<file path="config.mk">
export PLATFORM = sky130hd
export DESIGN_NAME = joystick_axis_calibrated_scaler
export DESIGN_NICKNAME = d
export VERILOG_FILES = /design/src/jacs_pkg.sv /design/src/jacs_cfg.sv /design/src/jacs_scale.sv /design/src/joystick_axis_calibrated_scaler.sv
export VERILOG_INCLUDE_DIRS = /design/src /design/src/src
export SDC_FILE = /design/constraint.sdc
export NUM_CORES = 1
export LEC_CHECK = 0
export ABC_AREA = 0
export BUFFER_PORTS_ARGS = -buffer_cell sky130_fd_sc_hd__buf_2
export CORE_UTILIZATION = 58
export DETAILED_ROUTE_END_ITERATION = 10
export PLACE_DENSITY = 0.75
export SETUP_SLACK_MARGIN = 0.5
export SLEW_MARGIN = 15
export SYNTH_ARGS = -nofsm -noshare
export SYNTH_HDL_FRONTEND = slang
export SYNTH_SLANG_ARGS = --single-unit
</file>
<file path="constraint.sdc">
create_clock -name i_clk -period 13.2 [get_ports i_clk]
set_input_delay 3.96 -clock i_clk [delete_from_list [all_inputs] [get_ports i_clk]]
set_output_delay 3.96 -clock i_clk [all_outputs]
set_load 0.03 [all_outputs]
</file>
<file path="src/joystick_axis_calibrated_scaler_macros.svh">
// Assertion helpers for the axis scaler.
`ifndef JOYSTICK_AXIS_CALIBRATED_SCALER_MACROS_SVH
`define JOYSTICK_AXIS_CALIBRATED_SCALER_MACROS_SVH

`ifndef NO_ASSERTIONS
`define JACS_ASSERT_IMP(lbl, clk, rst_n, ante, cons) \
    lbl: assert property (@(posedge clk) disable iff (!(rst_n)) (ante) |-> (cons)) \
        else $error("assertion failed");
`define JACS_ASSERT_NXT(lbl, clk, rst_n, ante, cons) \
    lbl: assert property (@(posedge clk) disable iff (!(rst_n)) (ante) |=> (cons)) \
        else $error("assertion failed");
`else
`define JACS_ASSERT_IMP(lbl, clk, rst_n, ante, cons)
`define JACS_ASSERT_NXT(lbl, clk, rst_n, ante, cons)
`endif

`endif

</file>
<file path="src/jacs_pkg.sv">
package jacs_pkg;

    localparam int CALC_W    = 16;
    localparam int QUOT_W    = 7;
    localparam int PROD_W    = 23;
    localparam int MAP_W     = 19;
    localparam int THR_W     = 18;
    localparam int CFG_IDX_W = 3;

    localparam logic [CFG_IDX_W-1:0] CFG_AXIS_MODE    = 3'd0;
    localparam logic [CFG_IDX_W-1:0] CFG_RANGE_BASE   = 3'd1;
    localparam logic [CFG_IDX_W-1:0] CFG_RANGE_TOP    = 3'd2;
    localparam logic [CFG_IDX_W-1:0] CFG_CENTER_POINT = 3'd3;
    localparam logic [CFG_IDX_W-1:0] CFG_DEAD_PLAY    = 3'd4;
    localparam logic [CFG_IDX_W-1:0] CFG_INVERT_AXIS  = 3'd5;
    localparam logic [CFG_IDX_W-1:0] CFG_DETENT_IDLE  = 3'd6;

    localparam logic [1:0] MODE_SYM = 2'd0;
    localparam logic [1:0] MODE_POS = 2'd1;
    localparam logic [1:0] MODE_THR = 2'd2;
    localparam logic [1:0] MODE_HAT = 2'd3;

    localparam logic OP_SAMPLE = 1'b0;
    localparam logic OP_CLEAR  = 1'b1;

    localparam logic [2:0] HAT_CENTER = 3'd4;

    localparam logic [QUOT_W-1:0] FULL_SCALE  = 7'd100;
    localparam logic [QUOT_W-1:0] DETENT_POS  = 7'd75;
    localparam logic [QUOT_W-1:0] DETENT_SPAN = 7'd25;

    localparam logic [CALC_W-1:0] TRACK_LOW_RESET  = 16'h7fff;
    localparam logic [CALC_W-1:0] TRACK_HIGH_RESET = 16'h0000;

    localparam logic [1:0]        RST_AXIS_MODE    = MODE_SYM;
    localparam logic [CALC_W-1:0] RST_RANGE_BASE   = 16'd0;
    localparam logic [CALC_W-1:0] RST_RANGE_TOP    = 16'hffff;
    localparam logic [CALC_W-1:0] RST_CENTER_POINT = 16'h8000;
    localparam logic [CALC_W-1:0] RST_DEAD_PLAY    = 16'd0;
    localparam logic              RST_INVERT_AXIS  = 1'b0;
    localparam logic [6:0]        RST_DETENT_IDLE  = 7'd10;

    typedef struct packed {
        logic              operation;
        logic [CALC_W-1:0] raw_count;
        logic              timed_out;
        logic              last_of_burst;
    } t_in_beat;

    typedef struct packed {
        logic signed [7:0] axis_value;
        logic [2:0]        hat_direction;
        logic              read_failed;
        logic [CALC_W-1:0] burst_minimum;
        logic [CALC_W-1:0] tracked_low;
        logic [CALC_W-1:0] tracked_high;
    } t_out_beat;

    typedef struct packed {
        logic [1:0]        axis_mode;
        logic [CALC_W-1:0] range_base;
        logic [CALC_W-1:0] range_top;
        logic [CALC_W-1:0] center_point;
        logic [CALC_W-1:0] dead_play;
        logic              invert_axis;
        logic [6:0]        detent_idle;
    } t_cfg;

    typedef struct packed {
        logic              start;
        logic [CALC_W-1:0] x;
        logic [CALC_W-1:0] den;
        logic [QUOT_W-1:0] k;
    } t_scale_req;

    typedef struct packed {
        logic              done;
        logic [QUOT_W-1:0] quot;
    } t_scale_rsp;

endpackage

</file>
<file path="src/jacs_cfg.sv">
module jacs_cfg (
    input  logic                               i_clk,
    input  logic                               i_rst_n,
    input  logic                               i_cfg_valid,
    output logic                               o_cfg_ready,
    input  logic [jacs_pkg::CFG_IDX_W-1:0]     i_cfg_index,
    input  logic [jacs_pkg::CALC_W-1:0]        i_cfg_data,
    output jacs_pkg::t_cfg                     o_cfg
);

    jacs_pkg::t_cfg r_cfg;
    jacs_pkg::t_cfg n_cfg;

    assign o_cfg_ready = 1'b1;
    assign o_cfg       = r_cfg;

    always_comb begin
        n_cfg = r_cfg;
        if (i_cfg_valid) begin
            unique case (i_cfg_index)
                jacs_pkg::CFG_AXIS_MODE:    n_cfg.axis_mode    = i_cfg_data[1:0];
                jacs_pkg::CFG_RANGE_BASE:   n_cfg.range_base   = i_cfg_data;
                jacs_pkg::CFG_RANGE_TOP:    n_cfg.range_top    = i_cfg_data;
                jacs_pkg::CFG_CENTER_POINT: n_cfg.center_point = i_cfg_data;
                jacs_pkg::CFG_DEAD_PLAY:    n_cfg.dead_play    = i_cfg_data;
                jacs_pkg::CFG_INVERT_AXIS:  n_cfg.invert_axis  = i_cfg_data[0];
                jacs_pkg::CFG_DETENT_IDLE:  n_cfg.detent_idle  = i_cfg_data[6:0];
                default: ;
            endcase
        end
    end

    always_ff @(posedge i_clk) begin
        if (!i_rst_n) begin
            r_cfg.axis_mode    <= jacs_pkg::RST_AXIS_MODE;
            r_cfg.range_base   <= jacs_pkg::RST_RANGE_BASE;
            r_cfg.range_top    <= jacs_pkg::RST_RANGE_TOP;
            r_cfg.center_point <= jacs_pkg::RST_CENTER_POINT;
            r_cfg.dead_play    <= jacs_pkg::RST_DEAD_PLAY;
            r_cfg.invert_axis  <= jacs_pkg::RST_INVERT_AXIS;
            r_cfg.detent_idle  <= jacs_pkg::RST_DETENT_IDLE;
        end else begin
            r_cfg <= n_cfg;
        end
    end

endmodule

</file>
<file path="src/jacs_scale.sv">
// k * x / den, bit-serial: one multiplier bit per cycle, then one quotient bit per cycle.
module jacs_scale (
    input  logic                 i_clk,
    input  logic                 i_rst_n,
    input  jacs_pkg::t_scale_req i_req,
    output jacs_pkg::t_scale_rsp o_rsp
);

    localparam int PW        = jacs_pkg::PROD_W;
    localparam int QW        = jacs_pkg::QUOT_W;
    localparam int DIV_SHIFT = QW - 1;
    localparam logic [2:0] LAST_STEP = 3'(QW - 1);

    logic          r_busy, n_busy;
    logic          r_div, n_div;
    logic          r_done, n_done;
    logic [2:0]    r_cnt, n_cnt;
    logic [PW-1:0] r_acc, n_acc;
    logic [PW-1:0] r_xs, n_xs;
    logic [PW-1:0] r_dsh, n_dsh;
    logic [QW-1:0] r_k, n_k;
    logic [QW-1:0] r_quot, n_quot;

    assign o_rsp.done = r_done;
    assign o_rsp.quot = r_quot;

    always_comb begin
        n_busy = r_busy;
        n_div  = r_div;
        n_done = 1'b0;
        n_cnt  = r_cnt;
        n_acc  = r_acc;
        n_xs   = r_xs;
        n_dsh  = r_dsh;
        n_k    = r_k;
        n_quot = r_quot;
        if (i_req.start) begin
            n_busy = 1'b1;
            n_div  = 1'b0;
            n_cnt  = '0;
            n_acc  = '0;
            n_xs   = PW'(i_req.x);
            n_dsh  = PW'(i_req.den) << DIV_SHIFT;
            n_k    = i_req.k;
            n_quot = '0;
        end else if (r_busy) begin
            if (!r_div) begin
                if (r_k[0]) begin
                    n_acc = r_acc + r_xs;
                end
                n_xs = r_xs << 1;
                n_k  = r_k >> 1;
                if (r_cnt == LAST_STEP) begin
                    n_cnt = '0;
                    n_div = 1'b1;
                end else begin
                    n_cnt = r_cnt + 3'd1;
                end
            end else begin
                if (r_acc >= r_dsh) begin
                    n_acc  = r_acc - r_dsh;
                    n_quot = {r_quot[QW-2:0], 1'b1};
                end else begin
                    n_quot = {r_quot[QW-2:0], 1'b0};
                end
                n_dsh = r_dsh >> 1;
                if (r_cnt == LAST_STEP) begin
                    n_busy = 1'b0;
                    n_done = 1'b1;
                end else begin
                    n_cnt = r_cnt + 3'd1;
                end
            end
        end
    end

    always_ff @(posedge i_clk) begin
        if (!i_rst_n) begin
            r_busy <= 1'b0;
            r_done <= 1'b0;
            r_div  <= 1'b0;
            r_cnt  <= '0;
        end else begin
            r_busy <= n_busy;
            r_done <= n_done;
            r_div  <= n_div;
            r_cnt  <= n_cnt;
            r_acc  <= n_acc;
            r_xs   <= n_xs;
            r_dsh  <= n_dsh;
            r_k    <= n_k;
            r_quot <= n_quot;
        end
    end

endmodule

</file>
<file path="src/joystick_axis_calibrated_scaler.sv">
// Samples that do not end a burst and tracker clears are taken in the idle state.
// A burst's last sample on a failed read goes straight to S_EMIT; a saturated or
// dead-zone value passes S_MAP and S_POST; a scaled value also waits in S_WAIT1 for
// one bit-serial scale pass, and throttle mode may wait in S_WAIT2 for a second.
// The next item is accepted in the cycle after the result enters the output register.
// Synchronous active-low reset restores state, output valid, trackers, burst minimum and configuration.
`include "joystick_axis_calibrated_scaler_macros.svh"

module joystick_axis_calibrated_scaler #(
    parameter int SAMPLE_BITS = 16
) (
    input  logic                            i_clk,
    input  logic                            i_rst_n,
    input  logic                            i_in_valid,
    output logic                            o_in_ready,
    input  jacs_pkg::t_in_beat              i_in_beat,
    output logic                            o_out_valid,
    input  logic                            i_out_ready,
    output jacs_pkg::t_out_beat             o_out_beat,
    input  logic                            i_cfg_valid,
    output logic                            o_cfg_ready,
    input  logic [jacs_pkg::CFG_IDX_W-1:0]  i_cfg_index,
    input  logic [jacs_pkg::CALC_W-1:0]     i_cfg_data
);

    localparam int CW = jacs_pkg::CALC_W;
    localparam int QW = jacs_pkg::QUOT_W;
    localparam int MW = jacs_pkg::MAP_W;
    localparam int TW = jacs_pkg::THR_W;
    localparam logic [SAMPLE_BITS-1:0] SAMPLE_MAX = '1;
    localparam logic [7:0] HAT_BIAS = 8'(jacs_pkg::FULL_SCALE / 8);
    localparam logic [7:0] HAT_Q1   = 8'(jacs_pkg::FULL_SCALE / 4);
    localparam logic [7:0] HAT_Q2   = 8'(2 * (jacs_pkg::FULL_SCALE / 4));
    localparam logic [7:0] HAT_Q3   = 8'(3 * (jacs_pkg::FULL_SCALE / 4));
    localparam logic [7:0] HAT_Q4   = 8'(4 * (jacs_pkg::FULL_SCALE / 4));

    localparam logic [2:0] S_IDLE  = 3'd0;
    localparam logic [2:0] S_MAP   = 3'd1;
    localparam logic [2:0] S_WAIT1 = 3'd2;
    localparam logic [2:0] S_POST  = 3'd3;
    localparam logic [2:0] S_WAIT2 = 3'd4;
    localparam logic [2:0] S_EMIT  = 3'd5;

    jacs_pkg::t_cfg       cfg;
    jacs_pkg::t_scale_req scale_req;
    jacs_pkg::t_scale_rsp scale_rsp;

    logic [2:0]             r_state, n_state;
    logic [SAMPLE_BITS-1:0] r_burst_min, n_burst_min;
    logic [CW-1:0]          r_range_low, n_range_low;
    logic [CW-1:0]          r_range_high, n_range_high;
    logic [SAMPLE_BITS-1:0] r_m, n_m;
    logic                   r_neg, n_neg;
    logic [QW-1:0]          r_mag, n_mag;
    logic [QW-1:0]          r_add, n_add;
    logic signed [7:0]      r_val, n_val;
    logic [2:0]             r_dir, n_dir;
    logic                   r_fail, n_fail;
    logic                   r_out_valid, n_out_valid;
    jacs_pkg::t_out_beat    r_out, n_out;

    jacs_cfg u_cfg (
        .i_clk       (i_clk),
        .i_rst_n     (i_rst_n),
        .i_cfg_valid (i_cfg_valid),
        .o_cfg_ready (o_cfg_ready),
        .i_cfg_index (i_cfg_index),
        .i_cfg_data  (i_cfg_data),
        .o_cfg       (cfg)
    );

    jacs_scale u_scale (
        .i_clk   (i_clk),
        .i_rst_n (i_rst_n),
        .i_req   (scale_req),
        .o_rsp   (scale_rsp)
    );

    logic                   in_acc;
    logic [SAMPLE_BITS-1:0] raw;
    logic [SAMPLE_BITS-1:0] m_new;
    logic [CW-1:0]          m16;

    assign o_in_ready  = (r_state == S_IDLE);
    assign in_acc      = i_in_valid && o_in_ready;
    assign raw         = i_in_beat.raw_count[SAMPLE_BITS-1:0];
    assign m_new       = (raw < r_burst_min) ? raw : r_burst_min;
    assign m16         = CW'(m_new);
    assign o_out_valid = r_out_valid;
    assign o_out_beat  = r_out;

    // range mapping of the burst minimum
    logic signed [MW-1:0] rr, play, half, base, top, center;
    logic signed [MW-1:0] s_lo, s_clo, s_chi, s_hi, p_lo, p_hi;
    logic signed [MW-1:0] map_dx, map_dd;
    logic                 map_scale, map_neg;
    logic [QW-1:0]        map_mag;

    assign rr     = $signed(MW'(r_m));
    assign play   = $signed(MW'(cfg.dead_play));
    assign half   = play >>> 1;
    assign base   = $signed(MW'(cfg.range_base));
    assign top    = $signed(MW'(cfg.range_top));
    assign center = $signed(MW'(cfg.center_point));
    assign s_lo   = base + half;
    assign s_clo  = center - play;
    assign s_chi  = center + play;
    assign s_hi   = top - half;
    assign p_lo   = (cfg.axis_mode == jacs_pkg::MODE_HAT) ? base : base + play;
    assign p_hi   = (cfg.axis_mode == jacs_pkg::MODE_HAT) ? top : top - play;

    always_comb begin
        map_scale = 1'b0;
        map_neg   = 1'b0;
        map_mag   = '0;
        map_dx    = '0;
        map_dd    = '0;
        if (cfg.axis_mode == jacs_pkg::MODE_SYM) begin
            priority if (rr < s_lo) begin
                map_mag = jacs_pkg::FULL_SCALE;
                map_neg = 1'b1;
            end else if (rr < s_clo) begin
                map_scale = 1'b1;
                map_dx    = s_clo - rr;
                map_dd    = s_clo - s_lo;
                map_neg   = 1'b1;
            end else if (rr < s_chi) begin
                map_mag = '0;
            end else if (rr < s_hi) begin
                map_scale = 1'b1;
                map_dx    = rr - s_chi;
                map_dd    = s_hi - s_chi;
            end else begin
                map_mag = jacs_pkg::FULL_SCALE;
            end
        end else begin
            priority if (rr <= p_lo) begin
                map_mag = '0;
            end else if (rr >= p_hi) begin
                map_mag = jacs_pkg::FULL_SCALE;
            end else begin
                map_scale = 1'b1;
                map_dx    = rr - p_lo;
                map_dd    = p_hi - p_lo;
            end
        end
    end

    // post-processing of the magnitude
    logic [QW-1:0]        pos;
    logic signed [7:0]    mag_s;
    logic [7:0]           hat_sum;
    logic [2:0]           hat_dir;
    logic signed [TW-1:0] p_s, t_lo, t_hi;
    logic                 c_full;

    assign pos     = cfg.invert_axis ? jacs_pkg::FULL_SCALE - r_mag : r_mag;
    assign mag_s   = $signed(8'(r_mag));
    assign hat_sum = 8'(r_mag) + HAT_BIAS;
    assign p_s     = $signed(TW'(pos));
    assign t_lo    = $signed(TW'(cfg.center_point)) - $signed(TW'(cfg.detent_idle));
    assign t_hi    = $signed(TW'(cfg.center_point)) + $signed(TW'(cfg.detent_idle));
    assign c_full  = cfg.center_point >= CW'(jacs_pkg::FULL_SCALE);

    always_comb begin
        priority if (hat_sum >= HAT_Q4) hat_dir = 3'd4;
        else if (hat_sum >= HAT_Q3)     hat_dir = 3'd3;
        else if (hat_sum >= HAT_Q2)     hat_dir = 3'd2;
        else if (hat_sum >= HAT_Q1)     hat_dir = 3'd1;
        else                            hat_dir = 3'd0;
    end

    always_comb begin
        n_state      = r_state;
        n_burst_min  = r_burst_min;
        n_range_low  = r_range_low;
        n_range_high = r_range_high;
        n_m          = r_m;
        n_neg        = r_neg;
        n_mag        = r_mag;
        n_add        = r_add;
        n_val        = r_val;
        n_dir        = r_dir;
        n_fail       = r_fail;
        n_out        = r_out;
        n_out_valid  = r_out_valid && !i_out_ready;
        scale_req    = '0;

        unique case (r_state)
            S_IDLE: begin
                if (in_acc) begin
                    if (i_in_beat.operation == jacs_pkg::OP_CLEAR) begin
                        n_range_low  = jacs_pkg::TRACK_LOW_RESET;
                        n_range_high = jacs_pkg::TRACK_HIGH_RESET;
                    end else if (!i_in_beat.last_of_burst) begin
                        n_burst_min = m_new;
                    end else begin
                        n_burst_min = SAMPLE_MAX;
                        n_m         = m_new;
                        n_dir       = jacs_pkg::HAT_CENTER;
                        if (i_in_beat.timed_out) begin
                            n_fail  = 1'b1;
                            n_val   = '0;
                            n_state = S_EMIT;
                        end else begin
                            n_fail = 1'b0;
                            if (m16 < r_range_low) begin
                                n_range_low = m16;
                            end
                            if (m16 > r_range_high) begin
                                n_range_high = m16;
                            end
                            n_state = S_MAP;
                        end
                    end
                end
            end
            S_MAP: begin
                n_neg = map_neg ^ cfg.invert_axis;
                if (map_scale) begin
                    scale_req.start = 1'b1;
                    scale_req.x     = map_dx[CW-1:0];
                    scale_req.den   = map_dd[CW-1:0];
                    scale_req.k     = jacs_pkg::FULL_SCALE;
                    n_state         = S_WAIT1;
                end else begin
                    n_mag   = map_mag;
                    n_state = S_POST;
                end
            end
            S_WAIT1: begin
                if (scale_rsp.done) begin
                    n_mag   = scale_rsp.quot;
                    n_state = S_POST;
                end
            end
            S_POST: begin
                n_state = S_EMIT;
                unique case (cfg.axis_mode)
                    jacs_pkg::MODE_SYM: n_val = r_neg ? -mag_s : mag_s;
                    jacs_pkg::MODE_POS: n_val = $signed(8'(pos));
                    jacs_pkg::MODE_HAT: begin
                        n_val = mag_s;
                        n_dir = hat_dir;
                    end
                    jacs_pkg::MODE_THR: begin
                        priority if (p_s < t_lo) begin
                            scale_req.start = 1'b1;
                            scale_req.x     = CW'(pos);
                            scale_req.den   = cfg.center_point;
                            scale_req.k     = jacs_pkg::DETENT_POS;
                            n_add           = '0;
                            n_state         = S_WAIT2;
                        end else if (p_s < t_hi) begin
                            n_val = $signed(8'(jacs_pkg::DETENT_POS));
                        end else if (c_full) begin
                            n_val = $signed(8'(jacs_pkg::FULL_SCALE));
                        end else begin
                            scale_req.start = 1'b1;
                            scale_req.x     = CW'(pos - cfg.center_point[QW-1:0]);
                            scale_req.den   = CW'(jacs_pkg::FULL_SCALE
                                                  - cfg.center_point[QW-1:0]);
                            scale_req.k     = jacs_pkg::DETENT_SPAN;
                            n_add           = jacs_pkg::DETENT_POS;
                            n_state         = S_WAIT2;
                        end
                    end
                endcase
            end
            S_WAIT2: begin
                if (scale_rsp.done) begin
                    n_val   = $signed(8'(r_add + scale_rsp.quot));
                    n_state = S_EMIT;
                end
            end
            S_EMIT: begin
                if (!r_out_valid || i_out_ready) begin
                    n_out_valid         = 1'b1;
                    n_out.axis_value    = r_val;
                    n_out.hat_direction = r_dir;
                    n_out.read_failed   = r_fail;
                    n_out.burst_minimum = r_fail ? '0 : CW'(r_m);
                    n_out.tracked_low   = r_range_low;
                    n_out.tracked_high  = r_range_high;
                    n_state             = S_IDLE;
                end
            end
            default: n_state = S_IDLE;
        endcase
    end

    always_ff @(posedge i_clk) begin
        if (!i_rst_n) begin
            r_state      <= S_IDLE;
            r_burst_min  <= SAMPLE_MAX;
            r_range_low  <= jacs_pkg::TRACK_LOW_RESET;
            r_range_high <= jacs_pkg::TRACK_HIGH_RESET;
            r_out_valid  <= 1'b0;
        end else begin
            r_state      <= n_state;
            r_burst_min  <= n_burst_min;
            r_range_low  <= n_range_low;
            r_range_high <= n_range_high;
            r_out_valid  <= n_out_valid;
            r_m          <= n_m;
            r_neg        <= n_neg;
            r_mag        <= n_mag;
            r_add        <= n_add;
            r_val        <= n_val;
            r_dir        <= n_dir;
            r_fail       <= n_fail;
            r_out        <= n_out;
        end
    end

    `JACS_ASSERT_IMP(a_fail_fields, i_clk, i_rst_n, o_out_valid && o_out_beat.read_failed, (o_out_beat.axis_value == 8'sd0) && (o_out_beat.hat_direction == jacs_pkg::HAT_CENTER) && (o_out_beat.burst_minimum == '0))
    `JACS_ASSERT_IMP(a_value_range, i_clk, i_rst_n, o_out_valid, (o_out_beat.axis_value >= -8'sd100) && (o_out_beat.axis_value <= 8'sd100))
    `JACS_ASSERT_IMP(a_trackers_span, i_clk, i_rst_n, o_out_valid && !o_out_beat.read_failed, (o_out_beat.tracked_low <= o_out_beat.burst_minimum) && (o_out_beat.tracked_high >= o_out_beat.burst_minimum))
    `JACS_ASSERT_NXT(a_burst_restart, i_clk, i_rst_n, in_acc && (i_in_beat.operation == jacs_pkg::OP_SAMPLE) && i_in_beat.last_of_burst, r_burst_min == SAMPLE_MAX)

endmodule

</file>
==> results of run 1 <==
[placed cells by master (no fill, tap or decap), drive strengths merged, types with 16 or more instances in the layout]
| cell | instances |
|---|---|
| a21oi | 300 |
| a31oi | 21 |
| buf | 141 |
| o21a | 51 |
| nor2 | 285 |
| ha | 378 |
| or3 | 28 |
| inv | 233 |
| a21o | 87 |
| edfxtp | 179 |
| nand4 | 17 |
| a211oi | 42 |
| xnor2 | 128 |
| o22ai | 25 |
| nor2b | 50 |
| nand3b | 25 |
| clkbuf | 45 |
| and3 | 22 |
| o31ai | 18 |
| o21ai | 164 |
| o211ai | 29 |
| dfxtp | 132 |
| a211o | 16 |
| o21bai | 19 |
| nand2 | 334 |
| nand3 | 74 |
| fa | 18 |
| clkinv | 16 |
| xor2 | 83 |
| and2 | 34 |
| nor3 | 71 |
| mux2i | 37 |
| mux2 | 17 |
| nand2b | 73 |
[cells in the mapped netlist (37+ instances only)]
cell type | count | area share (%)
edfxtp_1 | 179 | 19
nor2_1 | 285 | 3.8
nor2b_1 | 50 | 1.1
ha_1 | 378 | 17
dfxtp_1 | 132 | 9.5
a21oi_1 | 298 | 5.4
clkbuf_1 | 92 | 1.2
a211oi_1 | 40 | 1.1
nand3_1 | 73 | 1.3
inv_1 | 229 | 3.1
a21o_1 | 87 | 2.3
mux2i_1 | 37 | 1.3
nand2_1 | 333 | 4.5
o21a_1 | 51 | 1.4
nand2b_1 | 73 | 1.6
nor3_1 | 71 | 1.3
xor2_1 | 83 | 2.6
o21ai_0 | 152 | 2.7
xnor2_1 | 128 | 4.0
[flip-flops by register name (all words and copies together), names as in the netlist, 16 cells and up]
signal	flops
r_range_low	16
u_cfg.o_cfg	74
u_scale.r_acc	23
r_range_high	16
r_burst_min	16
u_scale.r_xs	23
u_scale.r_dsh	22
r_m	16
o_out_beat	60
[worst register-to-register path: cells and delay by family, from the launching register on]
family | cells | cell delay [ps]
AOI/OAI and AO/OA | 11 | 3470
xor gates and xnor gates | 1 | 130
adders and majority gates | 2 | 760
buffers and inverters | 3 | 970
DFF | 1 | 660
and+or+nand+nor | 7 | 900
[area by class of cell]
type	count	area (um2)	area share, %
multi-input cells	2648	18600	61.5
flip-flops and latches	311	8020	26.5
clock buffers	45	976	3.23
inverters	230	865	2.86
repair buffers	141	798	2.64
well taps	607	759	2.51
clock inverters	21	195	0.646
diodes	1	2.50	0.00829
[layer usage]
layer | wire [um] | up-vias | global-route usage, %
met3 | 8950 | 181 | 5.71
met5 | 73 | - | 0
met4 | 3580 | 12 | 13.4
li1 | - | 12000 | -
met1 | 40300 | 12300 | 52.4
met2 | 39700 | 1191 | 57.6
[stage by stage]
step                      hold WS, ps  cell area (um2)  worst slack, ps  cells  util [%]
after global placement            400            29000             4550   3937      61.8
after global routing              417            30200             4750   4003      64.3
after detailed placement          405            29000             4510   3937      61.8
after CTS                         414            30200             5090   4003      64.3
final                             408            30200             5030   4004      64.3
after floorplan                   400            27900             4960   3299         -
[kinds of logic after synthesis]
family          after synthesis  share of synthesized area (%)
simple gates               1068                           18.2
compound gates              913                           21.2
fa+ha+maj                   399                           18.4
buf+inv                     340                           4.67
flops                       311                           28.8
xor+xnor                    213                           6.80
mux                          54                           2.02
other cells                   1                         0.0135
[path summary, 6_finish.rpt]
kind | start | endpoint | slack (ps) | cells after the start
max | i_in_beat[3] | r_range_low[9]$_SDFFE_PN1P_ | 5030 | 21
min | r_val[7]$_DFFE_PP_ | o_out_beat[59]$_DFFE_PP_ | 410 | 0
max reg2reg | u_cfg.o_cfg[9]$_SDFFE_PN0P_ | u_scale.r_dsh[16]$_DFFE_PP_ | 5950 | 24
min reg2reg | r_val[7]$_DFFE_PP_ | o_out_beat[59]$_DFFE_PP_ | 410 | 0
[power breakdown]
group | internal (mW) | total (mW) | switching (mW)
clock | 0.572 | 1.01 | 0.440
sequential | 1.12 | 1.19 | 0.0728
combinational | 0.521 | 1.36 | 0.838
==> flow_summary.toml, run 1 <==
[power_and_ir_drop]
p_leak_nw = 13.0
power_density_nw_per_um2 = 118
vdd_drop_max_v = 0.000102
power_mw = 3.56

[timing]
fin_skew_ps = 31.8
rsz0062_at_grt = "no"
slew_violations = 0
relSlewSlack_pct = 28.0
hold_violations = 0
tightest_slew_ps = 1070
fmax_mhz = 122
fin_setup_tns_ps = 0
finalSetupViolCount = 0
fin_crit_ps = 8170
fin_crit_sh_pct = 61.9

[global_routing]
grt_max_degree = 91
overflow = 0
grt_pass1_vias = 24400
track_usage_pct = 37.2
grt_pass1_wl_um = 140000
grt_antenna_before_repair = 7

[floorplan]
initial_utilization_pct = 59.3
die_area_um2 = 48900
core_area_um2 = 47000
chipHeight_um = 221
ios = 106
std_cell_rows = 79
die_x_um = 221

[critical_path]
critical_path_buf_inv_count = 3
setup.worst_path.end_class = "flop"
crit_path_top_delay_cell = "a31oi_2"
path_delay_family = "compound AO/OA/AOI/OAI gates"
cp_max_fo = 15
cp.arrival_ps = 8660
start_kind = "input pin"
critical_path.most_common_cell = "a21o_1"
path_cells = "buf_2 > ha_1 > a21o_1 > a21o_1 > a21oi_1 > o211ai_1 > a221o_1 > a21oi_1 > o21ai_1 > buf_4 > mux2_2 > ha_1 > a21o_1 > a21o_1 > a21oi_1 > nor2_1 > a211oi_1 > o21ai_0 > a31oi_2 > buf_4 > mux2i_1"
worstSetupPathType = "input pin to flop"
cp.required_ps = 13690
slowest_delay_ps = 630

[synth]
avgSynthCellArea_um2 = 8.45
syn-cell-area_um2 = 27900
ys_async_sr_fraction_pct = 0
syn_inst = 3299
synth_nets = 3738
synth_top_flop_cell = "edfxtp_1"
ys_warn_count = 0
ys_seq_area_share_pct = 28.8
synth_cell_types = 94
ys_seq_elements = 311
synth_edf_count = 179

[cells_and_area]
synthToLayoutAreaGrowth_pct = 8.39
drive_gt1_share_pct = 7.69
nFillCells = 4051
fin_nets = 3807

[clocking]
cts-resized-gates = 0
clk_latency_ps = 590
clock_sinks = 311
post_cts_buffers = 0
cts-root-buf = "clkbuf_16"
hold_buffers = 0
cts_tree = "built"
path_clk_slew_ps = 70
h-tree-depth = 2
clk_path_buf_depth = 3
cts-buffers-inserted = 36

[detailed_routing]
drtIter0Drc = 2737
wirelength_um = 92500
drc = 0
postRouteAntennaNets = 0
post_drt_via_cell_ratio = 6.42
num_vias = 25700
avgRoutedWirePerCell_um = 23.1
drt_pass1_iterations = 6

[status]
status = "finished, final reports clean"

[placed_design]
portBuffers = 104
routabilityCongestion = 1.02
place_hpwl_um = 73600

[hold_path]
hold_path_class = "flop to flop"

[flow_run]
drv_cap = 0
Power figures use the tool's default switching activity.
==> run 2, diff against run 1 <==
Settings changed: PLACE_DENSITY 0.75 to 0.78.
Clock period 13.2 ns to 6.6 ns, I/O delays scaled along.
==> run 2 against run 1 <==
Compared with the run above: global-route usage increased by 0.66 points; worst setup slack got worse by 4400 ps; routed wire length increased by 3.0%; clock skew increased by 7.0 ps; via count increased by 2.1%; sequential share of layout area decreased by 0.51 points; register-to-register slack got worse by 5300 ps; highest routed layer unchanged; first-iteration DRC count increased by 14%; clock power increased by 110%; design area increased by 2.0%; critical path depth unchanged; worst hold slack improved by 11 ps.
==> flow_summary.toml, run 2 (synthesized netlist as in run 1, its figures left out) <==
[cells_and_area]
drive_gt1_share_pct = 9.32
largest_register_ff_count = 74
fin_nets = 3854
final_common_cell = "ha_1"
final_cell_mix = "378 x ha_1, 333 x nand2_1, 294 x a21oi_1"
synthToLayoutAreaGrowth_pct = 10.5

[timing]
rsz0062_at_grt = "no"
fin_crit_sh_pct = 89.8
fin_setup_tns_ps = 0
fin_crit_ps = 5930
fin_skew_ps = 38.7
fmax_mhz = 169
tightest_slew_ps = 1150
finalSetupViolCount = 0
relSlewSlack_pct = 22.3
slew_violations = 0
hold_violations = 0

[critical_path]
start_kind = "flop"
path_delay_family = "compound AO/OA/AOI/OAI gates"
path_cells = "buf_4 > ha_1 > fa_1 > a21o_1 > nor2_1 > o21ai_1 > and2_1 > a311o_1 > a21oi_1 > xor2_1 > ha_1 > and3_1 > a221oi_1 > o211ai_1 > a221oi_1 > buf_4 > nor3_1 > a21oi_2 > buf_4 > a2111oi_2 > a311o_1"
critical_path.most_common_cell = "buf_4"
cp_max_fo = 11
cp.arrival_ps = 6230
setup.worst_path.end_class = "flop"
critical_path_buf_inv_count = 3
crit_path_top_delay_cell = "xor2_1"
slowest_delay_ps = 430
cp.required_ps = 6900
worstSetupPathType = "flop to flop"

[detailed_routing]
met1Wirelength_um = 40500
dr_wl_met3_um = 10100
met2_length_um = 41600
maxUsedRoutingLayer = "met5"
drc = 0
drt_pass1_iterations = 6
postRouteAntennaNets = 0
drtIter0Drc = 3128
wirelength_um = 95400
num_vias = 26300
post_drt_via_cell_ratio = 6.48
avgRoutedWirePerCell_um = 23.5

[clocking]
clk_latency_ps = 580
clk_path_buf_depth = 3
path_clk_slew_ps = 60
cts-root-buf = "clkbuf_16"
cts_tree = "built"
h-tree-depth = 2
clock_sinks = 311
cts-buffers-inserted = 36

[placed_design]
routabilityCongestion = 1.05
place_hpwl_um = 75700
portBuffers = 104

[power_and_ir_drop]
power_density_nw_per_um2 = 241
power_mw = 7.42
vdd_drop_max_v = 0.000216
p_leak_nw = 13.2

[floorplan]
ios = 106
initial_utilization_pct = 59.3
die_x_um = 221
die_area_um2 = 48900
chipHeight_um = 221
core_area_um2 = 47000
std_cell_rows = 79

[global_routing]
grt_pass1_wl_um = 143000
overflow = 0
grt_pass1_vias = 24600
grt_antenna_before_repair = 0
grt_max_degree = 90
track_usage_pct = 37.8

[hold_path]
hold_path_class = "flop to flop"

[status]
status = "finished, final reports clean"

[flow_run]
drv_cap = 0
run 2: changes by cell type in the layout (fill, tap and decap cells not counted), sizes merged:
| cell | previous run | this run |
|---|---|---|
| bufinv | 2 | 5 |
| a211oi | 42 | 44 |
| buf | 141 | 186 |
| inv | 233 | 232 |
| clkinv | 16 | 10 |
| clkbuf | 45 | 47 |
| clkinvlp | 0 | 2 |
run 2: routing by layer:
metal / vias to the layer above / global-route usage [%]
met1: 12500 / 53.6
li1: 12100 / -
met2: 1431 / 58.9
met3: 186 / 6.05
met5: - / 0
met4: 2 / 12.0
run 2: through the flow:
stage | worst slack (ps) | utilization, % | area, um2 | hold slack (ps) | std cells
floorplan | 504 | - | 27900 | 400 | 3299
global placement | 242 | 62.5 | 29300 | 402 | 3978
detailed placement | 230 | 62.5 | 29300 | 405 | 3978
CTS | 356 | 65.2 | 30600 | 419 | 4044
global route | 466 | 65.6 | 30800 | 427 | 4050
finish | 673 | 65.6 | 30800 | 419 | 4051
run 2: worst paths after layout:
kind | startpoint | endpoint | slack (ps) | cells after the start
max | u_cfg.o_cfg[9]$_SDFFE_PN0P_ | u_scale.r_xs[9]$_DFFE_PP_ | 670 | 21
min | r_val[2]$_DFFE_PP_ | o_out_beat[54]$_DFFE_PP_ | 420 | 0
max reg2reg | u_cfg.o_cfg[9]$_SDFFE_PN0P_ | u_scale.r_xs[9]$_DFFE_PP_ | 670 | 21
min reg2reg | r_val[2]$_DFFE_PP_ | o_out_beat[54]$_DFFE_PP_ | 420 | 0
run 2: area by class of cell:
class | instances | area, um2
Multi-Input combinational cell | 2650 | 18700
Fill cell | 3919 | 16200
Sequential cell | 311 | 8020
Timing Repair Buffer | 186 | 1170
Clock buffer | 47 | 995
Inverter | 230 | 865
Tap cell | 607 | 759
Clock inverter | 19 | 265
Antenna cell | 1 | 2.50
run 2: power by group:
group          leakage, nW  switching, mW  internal [mW]  total [mW]
combinational         9.93           1.79           1.10        2.90
sequential            2.69          0.140           2.23        2.37
clock                0.608          0.867           1.28        2.15
run 2: what timing repair did:
| item | CTS | global route |
|---|---|---|
| buffers inserted | 0 | 4 |
| cloned | 0 | 2 |
| hold buffers | 0 | 0 |
| setup endpoints to repair | 103 | 180 |
| pin swaps | 0 | 4 |
| resized for setup | 3 | 29 |
